===== config.mk =====
export PLATFORM = sky130hd
export DESIGN_NAME = abpw_ctrl
export DESIGN_NICKNAME = d
export VERILOG_FILES = /design/src/abpw_pkg.sv /design/src/abpw_ctrl.sv
export SDC_FILE = /design/constraint.sdc
export NUM_CORES = 1
export LEC_CHECK = 0
export ABC_AREA = 1
export BUFFER_PORTS_ARGS = -buffer_cell sky130_fd_sc_hd__clkbuf_2
export CAP_MARGIN = 10
export CORE_MARGIN = 2
export CORE_UTILIZATION = 28
export DETAILED_ROUTE_END_ITERATION = 10
export GPL_TIMING_DRIVEN = 0
export SYNTH_ARGS = -nofsm -noshare
export SYNTH_HDL_FRONTEND = slang
export SYNTH_SLANG_ARGS = --single-unit

===== constraint.sdc =====
create_clock -name clk -period 1.48 [get_ports clk]
set_input_delay 0.074 -clock clk [delete_from_list [all_inputs] [get_ports clk]]
set_output_delay 0.074 -clock clk [all_outputs]
set_load 0.05 [all_outputs]

===== src/abpw_pkg.sv =====
// Package for the alpha blend pixel writer: beat payload types, command and
// status codes, register indexes, controller/datapath handshake structs.
// No dependencies.
package abpw_pkg;

	localparam int unsigned MAX_WIDTH_DEF    = 2048;
	localparam int unsigned MAX_HEIGHT_DEF   = 1024;
	localparam int unsigned STORE_PIXELS_DEF = 2097152;

	typedef enum logic [1:0] {
		CMD_READ = 2'd0,
		CMD_DRAW = 2'd1,
		CMD_FILL = 2'd2,
		CMD_NONE = 2'd3
	} cmd_t;

	localparam logic [1:0] ST_OK          = 2'd0;
	localparam logic [1:0] ST_UNSUPPORTED = 2'd1;
	localparam logic [1:0] ST_NO_MODE     = 2'd2;
	localparam logic [1:0] ST_BOUND       = 2'd3;

	localparam logic [1:0] REG_SUPPORTED = 2'd0;
	localparam logic [1:0] REG_MODE_SET  = 2'd1;
	localparam logic [1:0] REG_WIDTH     = 2'd2;
	localparam logic [1:0] REG_HEIGHT    = 2'd3;

	localparam int unsigned CFG_DW = 12;
	localparam int unsigned CFG_IW = 2;

	localparam logic [7:0] ALPHA_OPAQUE = 8'hFF;
	localparam logic [7:0] ALPHA_CLEAR  = 8'h00;

	typedef struct packed {
		logic [1:0]  command;
		logic [10:0] x;
		logic [9:0]  y;
		logic [11:0] rect_width;
		logic [10:0] rect_height;
		logic [7:0]  alpha;
		logic [7:0]  red;
		logic [7:0]  green;
		logic [7:0]  blue;
	} in_beat_t;

	typedef struct packed {
		logic [1:0] status;
		logic [7:0] read_alpha;
		logic [7:0] read_red;
		logic [7:0] read_green;
		logic [7:0] read_blue;
	} out_beat_t;

	// controller -> datapath
	typedef struct packed {
		logic load;       // take the input beat
		logic check;      // register config/fill bound status
		logic addr;       // compute word address and pixel bound
		logic mem_rd;     // read the addressed word
		logic mem_wr;     // blend/write or capture read data
		logic set_bound;  // pixel out of bound
		logic step_col;
		logic step_row;
		logic load_out;
	} ctrl_cmd_t;

	// datapath -> controller
	typedef struct packed {
		logic pre_err;
		logic fill_empty;
		logic is_fill;
		logic pix_ok;
		logic col_last;
		logic row_last;
		logic out_free;
	} dp_stat_t;

endpackage


===== src/abpw_ctrl.sv =====
// Controller of the alpha blend pixel writer: one-hot sequencer that walks a check
// step per command, then address, read and write steps per pixel. Depends on abpw_pkg.
module abpw_ctrl (
	input  logic                clk,
	input  logic                arst_n,
	input  logic                in_valid,
	output logic                in_stall,
	input  abpw_pkg::dp_stat_t  stat,
	output abpw_pkg::ctrl_cmd_t cmd
);
	import abpw_pkg::*;

	typedef enum logic [6:0] {
		S_IDLE  = 7'b0000001,
		S_CHECK = 7'b0000010,
		S_ADDR  = 7'b0000100,
		S_READ  = 7'b0001000,
		S_WRITE = 7'b0010000,
		S_NEXT  = 7'b0100000,
		S_DONE  = 7'b1000000
	} state_t;

	state_t state_q, state_d;

	always_ff @(posedge clk or negedge arst_n) begin
		if (!arst_n) begin
			state_q <= S_IDLE;
		end else begin
			state_q <= state_d;
		end
	end

	always_comb begin
		state_d = state_q;
		cmd     = '0;
		case (state_q)
			S_IDLE: begin
				if (in_valid) begin
					cmd.load = 1'b1;
					state_d  = S_CHECK;
				end
			end
			S_CHECK: begin
				cmd.check = 1'b1;
				if (stat.pre_err || stat.fill_empty)
					state_d = S_DONE;
				else
					state_d = S_ADDR;
			end
			S_ADDR: begin
				cmd.addr = 1'b1;
				state_d  = S_READ;
			end
			S_READ: begin
				if (stat.pix_ok) begin
					cmd.mem_rd = 1'b1;
					state_d    = S_WRITE;
				end else if (stat.is_fill) begin
					state_d = S_NEXT;   // clipped pixel, skip
				end else begin
					cmd.set_bound = 1'b1;
					state_d       = S_DONE;
				end
			end
			S_WRITE: begin
				cmd.mem_wr = 1'b1;
				state_d    = stat.is_fill ? S_NEXT : S_DONE;
			end
			S_NEXT: begin
				if (!stat.col_last) begin
					cmd.step_col = 1'b1;
					state_d      = S_ADDR;
				end else if (!stat.row_last) begin
					cmd.step_row = 1'b1;
					state_d      = S_ADDR;
				end else begin
					state_d = S_DONE;
				end
			end
			S_DONE: begin
				if (stat.out_free) begin
					cmd.load_out = 1'b1;
					state_d      = S_IDLE;
				end
			end
			default: begin
				state_d = S_IDLE;
			end
		endcase
	end

	assign in_stall = (state_q != S_IDLE);

endmodule


==> results of run 1 <==
==> synthesized netlist by cell type (all sizes together) <==
cell / instances / area share (%)
or2: 1 / 1.3
nand3: 6 / 6.2
nand2: 21 / 17
nor3: 3 / 3.1
dfstp: 1 / 5.4
dfrtp: 6 / 31
inv: 17 / 13
nor4: 1 / 1.3
o21ai: 2 / 2.8
nand3b: 1 / 1.6
nor2: 18 / 17
==> area by class of cell <==
class / instances / area share, %
clock buffer: 3 / 2.821
clock inverter: 1 / 0.6270
inverter: 17 / 7.994
multi-input combinational: 53 / 40.44
sequential: 7 / 22.10
tap: 17 / 2.665
timing repair buffer: 22 / 23.35
==> kinds of logic after synthesis <==
family	Yosys count	synth area share [%]
DFF	7	36.53
AOI/OAI and AO/OA	2	2.849
and+or+nand+nor	51	47.41
buffers and inverters	17	13.21
==> through the flow <==
| stage | hold WS (ns) | setup slack [ns] | std cells | TNS [ns] |
|---|---|---|---|---|
| after floorplan | -0.2216 | -0.07149 | 77 | -0.07149 |
| after detailed placement | -0.07307 | 0.08322 | 113 | 0 |
| after global placement | -0.07459 | 0.1331 | 113 | 0 |
| after CTS | 0.05281 | -0.03522 | 119 | -0.05138 |
| final | 0.07441 | -0.01928 | 120 | -0.02896 |
| after global routing | 0.08317 | -0.1007 | 120 | -0.4942 |
==> worst min-delay path by stage <==
stage               depth (start not counted)  startpoint    endpoint  slack, ns
CTS                                         3     stat[4]  state_q[5]       0.05
global route                                3     stat[4]  state_q[5]       0.08
finish                                      3     stat[4]  state_q[5]       0.07
detailed placement                          1      arst_n  state_q[4]      -0.07
floorplan                                   0      arst_n  state_q[1]      -0.22
global placement                            1      arst_n  state_q[4]      -0.07
==> tightest hold or removal path: stages <==
cell and delay, ns:
sky130_fd_sc_hd__clkbuf_2 0.11, sky130_fd_sc_hd__inv_1 0.07, sky130_fd_sc_hd__nor2_1 0.05
==> routing by layer <==
metal	routed length [um]	GRT usage (%)
met5	0	0
met4	17	7.059
met3	40	3.571
met2	608	18.59
met1	536	15.70
==> power by group <==
part	leakage (nW)	switching [mW]	total (mW)	internal (mW)
clock network	0.0177	0.0778	0.177	0.0991
registers	0.0931	0.0370	0.276	0.239
logic	0.324	0.418	0.596	0.178
==> timing repair <==
| action | CTS | global route |
|---|---|---|
| pin swaps | 3 | 5 |
| buffers inserted | 1 | 1 |
| setup endpoints to repair | 8 | 9 |
| gates resized for setup | 20 | 21 |
| endpoints found under the hold margin | 7 | 0 |
| hold buffers | 1 | 0 |
==> flow_metrics.py, run 1 <==
metrics = {
    "floorplan": {
        "initial_core_util_pct": 28.91,
        "die_area_um2": 2073,
        "floorplan.die.height_um": 45.53,
        "core_region_area_um2": 1670,
        "row_count": 15,
        "top_level_ports": 20,
        "die_x_um": 45.53,
    },
    "worst_setup_path": {
        "end_kind": "output port",
        "arrival_ns": 1.43,
        "crit_end": "cmd[3]",
        "critPathLaunch": "state_q[5]",
        "setup.worst_path.start_class": "register",
        "cp.buffers_inverters": 2,
        "critical-path-top-delay-family": "simple AND/OR/NAND/NOR gates",
        "worst_r2r_startpoint": "state_q[0]",
        "cp_slowest_stage_delay_ns": 0.41,
        "worst_r2r_path_depth": 8,
        "critPathRequiredTime_ns": 1.41,
        "worst-setup-path-type": "reg2out",
        "reg2reg_slack_ns": 0.09,
        "critPathSlowestCell": "sky130_fd_sc_hd__dfrtp_1",
        "chain_of_cells_forming_the_critical_path": "inv_1 -> nand2_2 -> nor2_4 -> nand2_4 -> nor3_4 -> buf_8",
        "worst-path-stages": 6,
        "worst-path-max-fanout": 5,
        "rr_endpoint": "state_q[6]",
    },
    "routing": {
        "drc": 0,
        "drt_pre_antenna_iters": 4,
        "vias": 559,
        "wl_per_cell_um": 10.03,
        "detail_route.iter0.violations": 6,
        "route.detailed.vias_per_inst": 4.658,
        "totalWireLength_um": 1203,
        "antenna_violation_net_count_after_detailed_routing": 0,
    },
    "cts": {
        "cts_made_buffers": 3,
        "clock-root-buffer": "sky130_fd_sc_hd__clkbuf_4",
        "cts.sinks": 7,
        "ctsHtreeMaxLevel": 1,
        "clk_pin_slew_worst_paths_ns": 0.06,
        "tritoncts_clock_tree": "yes",
        "largest_buffer_count_on_any_clock_path": 2,
        "worst_skew_pair.late_latency_ns": 0.25,
    },
    "timing": {
        "final_cycle_share_pct": 101.3,
        "final-setup-viol-count": 2,
        "hold_viol_final": 0,
        "maxClockFrequency_mhz": 667.0,
        "final.setup_skew_ns": 0.004802,
        "period_minus_slack_ns": 1.499,
        "setup_repair_after_global_routing_missed_its_margin": "yes",
        "slew_headroom_pct": 76.18,
        "finalMaxSlewViolations": 0,
        "final_critical_path_setup_slack_ns": -0.01928,
        "timing_worst_slew_pin_value_ns": 0.3545,
    },
    "finish": {
        "biggestRegsByFlops": "state_q (7)",
        "antenna-diode-count": 0,
        "final_core_area_utilization_pct": 47.79,
        "filler_cell_count": 173,
        "final_layout_size_suffix_gt1_share_pct": 51.46,
        "area_used_by_sequential_logic_in_the_layout_um2": 176.4,
        "nets": 114,
        "area_growth_from_synthesis_to_final_layout_pct": 65.29,
        "mostFrequentLayoutCells": "sky130_fd_sc_hd__nand2_1, sky130_fd_sc_hd__inv_1, sky130_fd_sc_hd__clkbuf_2",
        "largest_register_ffs": 7,
        "most_common_cell_after_layout_fill_and_taps_aside": "sky130_fd_sc_hd__nand2_1",
        "multi_input_area_um2": 322.8,
        "final_design_area_no_fill_um2": 798.3,
        "largest_register": "state_q",
    },
    "min_path": {
        "min-delay-path-class": "in2reg",
    },
    "flow_run": {
        "drv.max_cap_violation_count": 0,
    },
    "logic_synthesis": {
        "synthesis.instances": 77,
        "ys_types": 16,
        "synth-warning-count": 0,
        "synth.cell_area_um2": 483.0,
        "mappedNetlistNets": 87,
        "post_synthesis_register_bit_count": 7,
        "synth_seq_area_share_pct": 36.53,
        "avgSynthCellArea_um2": 6.272,
    },
    "global_routing": {
        "globalRouteOverflowTotal": 0,
        "antenna_found_initial": 0,
        "pin_count_of_the_biggest_net_entering_global_routing": 8,
        "grt_util_all_layers_pct": 12.40,
        "first_global_vias": 461,
        "grt_pass1_wl_um": 1807,
    },
    "place": {
        "io_buffer_count": 19,
        "final_weighted_congestion_of_routability_driven_global_placement": 0.7058,
        "placement.cell_area_um2": 628.1,
        "hpwlAfterDp_um": 917,
    },
    "run_status": {
        "run_status": "finished with violations",
        "violations": "negative setup slack",
    },
    "pwr": {
        "p_leak_nw": 0.4347,
        "report.power.total_mw": 1.049,
        "max-vdd-ir-drop_mv": 0.6585,
        "p_per_area_nw_per_um2": 1314,
    },
}
Power figures use the tool's default switching activity.
==> inputs of run 2 (changes only) <==
Settings changed: ABC_AREA 1 to not set.
==> flow_metrics.py, run 2 <==
metrics = {
    "routing": {
        "route.detailed.vias_per_inst": 5.127,
        "drt_pre_antenna_iters": 4,
        "top_layer_used": "met3",
        "wl_met2_um": 753,
        "wl_met1_um": 660,
        "detail_route.iter0.violations": 7,
        "vias": 564,
        "wl_per_cell_um": 13.25,
        "drc": 0,
        "antenna_violation_net_count_after_detailed_routing": 0,
        "wl_met3_um": 44,
        "totalWireLength_um": 1457,
    },
    "cts": {
        "largest_buffer_count_on_any_clock_path": 2,
        "worst_skew_pair.late_latency_ns": 0.25,
        "tritoncts_clock_tree": "yes",
        "cts_made_buffers": 3,
        "ctsHtreeMaxLevel": 1,
        "cts.sinks": 7,
        "clock-root-buffer": "sky130_fd_sc_hd__clkbuf_4",
        "clk_pin_slew_worst_paths_ns": 0.06,
    },
    "logic_synthesis": {
        "cell_taking_the_most_area_after_synthesis": "sky130_fd_sc_hd__dfrtp_1",
        "synthesis.instances": 54,
        "synth_async_sr_flop_share_pct": 100.0,
        "synth_edf_count": 0,
        "netlist_top_cells_count": "sky130_fd_sc_hd__nor2_1, sky130_fd_sc_hd__dfrtp_1, sky130_fd_sc_hd__inv_1",
        "synth.cell_area_um2": 484.2,
        "synth-warning-count": 0,
        "synth_seq_area_share_pct": 36.43,
        "avgSynthCellArea_um2": 8.967,
        "most_used_standard_cell_by_instance_count_after_synthesis": "sky130_fd_sc_hd__nor2_1",
        "ys_top_cells_by_area": "sky130_fd_sc_hd__dfrtp_1, sky130_fd_sc_hd__nor2_1, sky130_fd_sc_hd__dfstp_2, sky130_fd_sc_hd__and4_1, sky130_fd_sc_hd__nor3b_1",
        "ys_types": 28,
        "dominantRegCellSynth": "sky130_fd_sc_hd__dfrtp_1",
        "post_synthesis_register_bit_count": 7,
        "mappedNetlistNets": 64,
        "netlist.area_leader.share_pct": 31.01,
    },
    "floorplan": {
        "core_region_area_um2": 1670,
        "floorplan.die.height_um": 45.59,
        "row_count": 15,
        "top_level_ports": 20,
        "die_area_um2": 2078,
        "initial_core_util_pct": 28.99,
        "die_x_um": 45.59,
    },
    "timing": {
        "final_cycle_share_pct": 118.1,
        "maxClockFrequency_mhz": 572.0,
        "timing_worst_slew_pin_value_ns": 0.3448,
        "final-setup-viol-count": 13,
        "slew_headroom_pct": 76.93,
        "final.setup_skew_ns": 0.004415,
        "final_critical_path_setup_slack_ns": -0.2684,
        "hold_viol_final": 0,
        "period_minus_slack_ns": 1.748,
        "setup_repair_after_global_routing_missed_its_margin": "yes",
        "finalMaxSlewViolations": 0,
    },
    "flow_run": {
        "drv.max_cap_violation_count": 0,
    },
    "finish": {
        "final_layout_size_suffix_gt1_share_pct": 69.89,
        "final_core_area_utilization_pct": 60.82,
        "nets": 104,
        "most_common_cell_after_layout_fill_and_taps_aside": "sky130_fd_sc_hd__buf_4",
        "area_growth_from_synthesis_to_final_layout_pct": 109.8,
        "antenna-diode-count": 0,
        "filler_cell_count": 129,
        "fin_cells": 110,
        "final_design_area_no_fill_um2": 1016,
        "mostFrequentLayoutCells": "sky130_fd_sc_hd__buf_4, sky130_fd_sc_hd__clkbuf_2, sky130_fd_sc_hd__buf_8",
        "largest_register_ffs": 7,
        "largest_register": "state_q",
        "biggestRegsByFlops": "state_q (7)",
    },
    "min_path": {
        "min_from": "stat[4]",
        "min_delay_path_depth": 3,
        "timing.hold.worst_endpoint": "state_q[5]",
        "min-delay-path-class": "in2reg",
    },
    "run_status": {
        "run_status": "finished with violations",
        "violations": "negative setup slack",
    },
    "global_routing": {
        "pin_count_of_the_biggest_net_entering_global_routing": 10,
        "antenna_found_initial": 0,
        "globalRouteOverflowTotal": 0,
        "grt_util_all_layers_pct": 15.48,
        "first_global_vias": 500,
        "grt_pass1_wl_um": 2263,
    },
    "place": {
        "hpwlAfterDp_um": 887.8,
        "io_buffer_count": 19,
        "placement.cell_area_um2": 680.7,
        "placed_cells_incl_taps": 90,
        "final_weighted_congestion_of_routability_driven_global_placement": 0.7217,
    },
    "pwr": {
        "report.power.total_mw": 1.147,
        "p_per_area_nw_per_um2": 1129,
        "share_comb_of_total_power_pct": 60.5,
        "internal_power_uw": 676.1,
        "p_leak_nw": 0.4578,
        "power_switching_share_pct": 41.04,
        "max-vdd-ir-drop_mv": 0.6449,
        "sequentialPowerShare_pct": 24.0,
        "clock_power_share_pct": 15.4,
        "switchingPower_uw": 470.5,
    },
    "worst_setup_path": {
        "end_kind": "output port",
        "worst-path-max-fanout": 3,
        "setup.worst_path.start_class": "register",
        "reg2reg_slack_ns": -0.10,
        "arrival_ns": 1.67,
        "worst_r2r_path_depth": 3,
        "rr_endpoint": "state_q[6]",
        "worst-setup-path-type": "reg2out",
        "critPathRequiredTime_ns": 1.41,
        "worst_r2r_startpoint": "state_q[6]",
    },
}
## run 2: changes by cell type after synthesis, moves of 2 or more
cell	before	now
sky130_fd_sc_hd__and4_1	0	3
sky130_fd_sc_hd__nor2_2	2	0
sky130_fd_sc_hd__nor3b_1	0	3
sky130_fd_sc_hd__nor3_1	3	1
sky130_fd_sc_hd__nand2_2	2	0
sky130_fd_sc_hd__nand3_1	6	3
sky130_fd_sc_hd__inv_1	15	4
sky130_fd_sc_hd__inv_2	2	0
sky130_fd_sc_hd__nor2_1	15	12
sky130_fd_sc_hd__nand2_1	19	0
## run 2: metal layers
metal	track usage [%]	vias to the layer above
li1	-	284
met1	19.32	268
met2	24.79	12
met3	2.778	0
met4	8.824	0
met5	0	-
## run 2: power by group through the flow
stage	combinational, mW	clock [mW]	sequential (mW)
final	0.694	0.177	0.275
after global routing	0.736	0.203	0.280
after CTS	0.553	0.183	0.272
after detailed placement	0.454	0	0.290
after global placement	0.449	0	0.289
after floorplan	0.371	0	0.278
## run 2: critical path, cell delays in order (launching register included)
cell	delay (ns)
sky130_fd_sc_hd__dfrtp_2	0.44
sky130_fd_sc_hd__nor2_4	0.11
sky130_fd_sc_hd__nor4b_4	0.23
sky130_fd_sc_hd__nand3b_1	0.22
sky130_fd_sc_hd__nor3b_4	0.25
sky130_fd_sc_hd__buf_8	0.17
## run 2: how the worst max path moves through the flow
stage / slack (ns) / from / endpoint
detailed placement: -0.29 / state_q[3] / cmd[7]
finish: -0.27 / state_q[3] / cmd[1]
CTS: -0.35 / state_q[2] / cmd[1]
global placement: -0.27 / state_q[3] / cmd[7]
floorplan: -0.15 / state_q[6] / cmd[3]
global route: -0.36 / state_q[3] / cmd[1]
## run 2: layout make-up
class                           count  area (um2)  area share (%)
Sequential cell                     7       182.7           17.98
Clock buffer                        4       26.28           2.586
Inverter                            4       18.77           1.847
Tap cell                           17       21.27           2.094
Timing Repair Buffer               36       342.8           33.74
Multi-Input combinational cell     42       424.2           41.75
## run 2: cells by family after synthesis
family | count (synthesis) | share of synthesized area, %
flip-flops | 7 | 36.43
AO/OA/AOI/OAI | 7 | 11.63
buffers and inverters | 5 | 5.425
AND/OR/NAND/NOR | 35 | 46.51
## run 2: what timing repair did
item,CTS,global route
resized for setup,24,30
hold buffers,1,0
pin swaps,7,9
buffers inserted,10,7
endpoints found under the setup margin,14,14
endpoints found under the hold margin,7,0
## run 2: through the flow
step	setup slack [ns]	hold slack [ns]	setup TNS, ns
after floorplan	-0.1452	-0.2216	-0.5629
after CTS	-0.3454	0.07279	-2.057
final	-0.2684	0.08029	-2.021
after detailed placement	-0.2873	-0.07844	-1.654
after global routing	-0.3568	0.07570	-2.957
after global placement	-0.2727	-0.07963	-1.486
==> inputs of run 3 (changes only) <==
Settings changed: CORE_AREA set to 2 2 39 41, CORE_MARGIN 2 to not set, CORE_UTILIZATION 28 to not set, DIE_AREA set to 0 0 41 43.
==> flow_metrics.py, run 3 (same netlist as run 2, synthesis figures left out) <==
metrics = {
    "run_status": {
        "run_status": "finished with violations",
        "violations": "negative setup slack",
    },
    "worst_setup_path": {
        "worst-path-stages": 5,
        "worst_r2r_startpoint": "state_q[1]",
        "cp_slowest_stage_delay_ns": 0.43,
        "reg2reg_slack_ns": -0.13,
        "critPathLaunch": "state_q[3]",
        "chain_of_cells_forming_the_critical_path": "nor2_4 -> nor4b_4 -> nand3b_1 -> nor3b_4 -> buf_8",
        "cp.buffers_inverters": 1,
        "critPathSlowestCell": "sky130_fd_sc_hd__dfrtp_2",
        "worst-setup-path-type": "reg2out",
        "worst_r2r_path_depth": 4,
        "rr_endpoint": "state_q[6]",
        "worst-path-max-fanout": 3,
        "setup.worst_path.start_class": "register",
        "crit_end": "cmd[1]",
        "end_kind": "output port",
        "critPathRequiredTime_ns": 1.41,
        "arrival_ns": 1.69,
        "critical-path-top-delay-family": "simple AND/OR/NAND/NOR gates",
    },
    "cts": {
        "clock-root-buffer": "sky130_fd_sc_hd__clkbuf_4",
        "largest_buffer_count_on_any_clock_path": 2,
        "tritoncts_clock_tree": "yes",
        "clk_pin_slew_worst_paths_ns": 0.05,
        "cts.sinks": 7,
        "ctsHtreeMaxLevel": 1,
        "cts_made_buffers": 3,
        "worst_skew_pair.late_latency_ns": 0.25,
    },
    "finish": {
        "nets": 105,
        "area_growth_from_synthesis_to_final_layout_pct": 110.3,
        "final_core_area_utilization_pct": 73.60,
        "filler_cell_count": 102,
        "biggestRegsByFlops": "state_q (7)",
        "fin_cells": 110,
        "multi_input_area_um2": 415.4,
        "most_common_cell_after_layout_fill_and_taps_aside": "sky130_fd_sc_hd__buf_4",
        "final_layout_size_suffix_gt1_share_pct": 70.21,
        "final_design_area_no_fill_um2": 1018,
        "largest_register_ffs": 7,
        "area_used_by_sequential_logic_in_the_layout_um2": 182.7,
        "mostFrequentLayoutCells": "sky130_fd_sc_hd__buf_4, sky130_fd_sc_hd__clkbuf_2, sky130_fd_sc_hd__buf_8",
        "antenna-diode-count": 0,
        "largest_register": "state_q",
    },
    "timing": {
        "final.setup_skew_ns": 0.002134,
        "period_minus_slack_ns": 1.767,
        "timing_worst_slew_pin_value_ns": 0.3503,
        "maxClockFrequency_mhz": 566.1,
        "final_critical_path_setup_slack_ns": -0.2865,
        "hold_viol_final": 0,
        "final.setup.tns_ns": -1.777,
        "slew_headroom_pct": 76.56,
        "final_cycle_share_pct": 119.4,
        "final-setup-viol-count": 11,
        "finalMaxSlewViolations": 0,
        "holdWs_ns": 0.08613,
        "setup_repair_after_global_routing_missed_its_margin": "yes",
    },
    "place": {
        "placed_cells_incl_taps": 89,
        "hpwlAfterDp_um": 961.5,
        "placement.cell_area_um2": 679.4,
        "io_buffer_count": 19,
        "final_weighted_congestion_of_routability_driven_global_placement": 0.6959,
        "pre_cts_slack_ns": -0.2805,
    },
    "floorplan": {
        "initial_core_util_pct": 34.99,
        "floorplan.die.height_um": 43,
        "core_region_area_um2": 1384,
        "row_count": 14,
        "die_x_um": 41,
        "top_level_ports": 20,
        "die_area_um2": 1763,
    },
    "global_routing": {
        "antenna_found_initial": 0,
        "pin_count_of_the_biggest_net_entering_global_routing": 9,
        "first_global_vias": 585,
        "globalRouteOverflowTotal": 0,
        "grt_util_all_layers_pct": 19.92,
        "grt_pass1_wl_um": 2387,
    },
    "routing": {
        "totalWireLength_um": 1507,
        "antenna_violation_net_count_after_detailed_routing": 0,
        "drt_pre_antenna_iters": 3,
        "drc": 0,
        "detail_route.iter0.violations": 6,
        "wl_per_cell_um": 13.70,
        "route.detailed.vias_per_inst": 5.282,
        "vias": 581,
    },
    "pwr": {
        "p_leak_nw": 0.4597,
        "report.power.total_mw": 1.237,
        "max-vdd-ir-drop_mv": 0.8328,
        "p_per_area_nw_per_um2": 1214,
    },
    "flow_run": {
        "drv.max_cap_violation_count": 0,
    },
    "min_path": {
        "min-delay-path-class": "in2reg",
    },
}
==> run 3: worst register-to-register path, stage by stage (launching register included) <==
cell and delay (ns):
sky130_fd_sc_hd__dfrtp_2 0.45, sky130_fd_sc_hd__or3_4 0.38, sky130_fd_sc_hd__buf_6 0.13, sky130_fd_sc_hd__or4_4 0.42
sky130_fd_sc_hd__o221ai_2 0.13
==> run 3: what timing repair did <==
| action | CTS | global route |
|---|---|---|
| hold endpoints to repair | 7 | 0 |
| pin swaps | 12 | 10 |
| setup buffers | 11 | 7 |
| setup endpoints to repair | 14 | 15 |
| hold buffers | 1 | 0 |
| resized for setup | 32 | 15 |
==> run 3: layout make-up <==
class	instances	share of cell area [%]
Clock buffer	4	2.580
Inverter	4	1.843
Multi-Input combinational cell	42	40.79
Sequential cell	7	17.94
Tap cell	16	1.966
Timing Repair Buffer	37	34.89
==> run 3: how the worst min path moves through the flow <==
stage | slack [ns] | depth (start not counted) | end | start
final | 0.09 | 3 | state_q[5] | stat[4]
after global placement | -0.08 | 1 | state_q[3] | arst_n
after floorplan | -0.22 | 0 | state_q[1] | arst_n
after global routing | 0.08 | 3 | state_q[5] | stat[4]
after detailed placement | -0.08 | 1 | state_q[3] | arst_n
after CTS | 0.07 | 3 | state_q[5] | stat[4]
==> run 3: where the power goes <==
part / internal, mW / leakage, nW / switching, mW
sequential: 0.234 / 0.0850 / 0.0560
combinational: 0.406 / 0.360 / 0.365
clock: 0.103 / 0.0150 / 0.0740
==> run 3: metal layers <==
layer	wire, um	track usage (%)	vias up
li1	-	-	287
met5	0	0	-
met4	19	8.000	0
met3	40	2.094	2
met2	810	32.50	10
met1	637	25.42	282
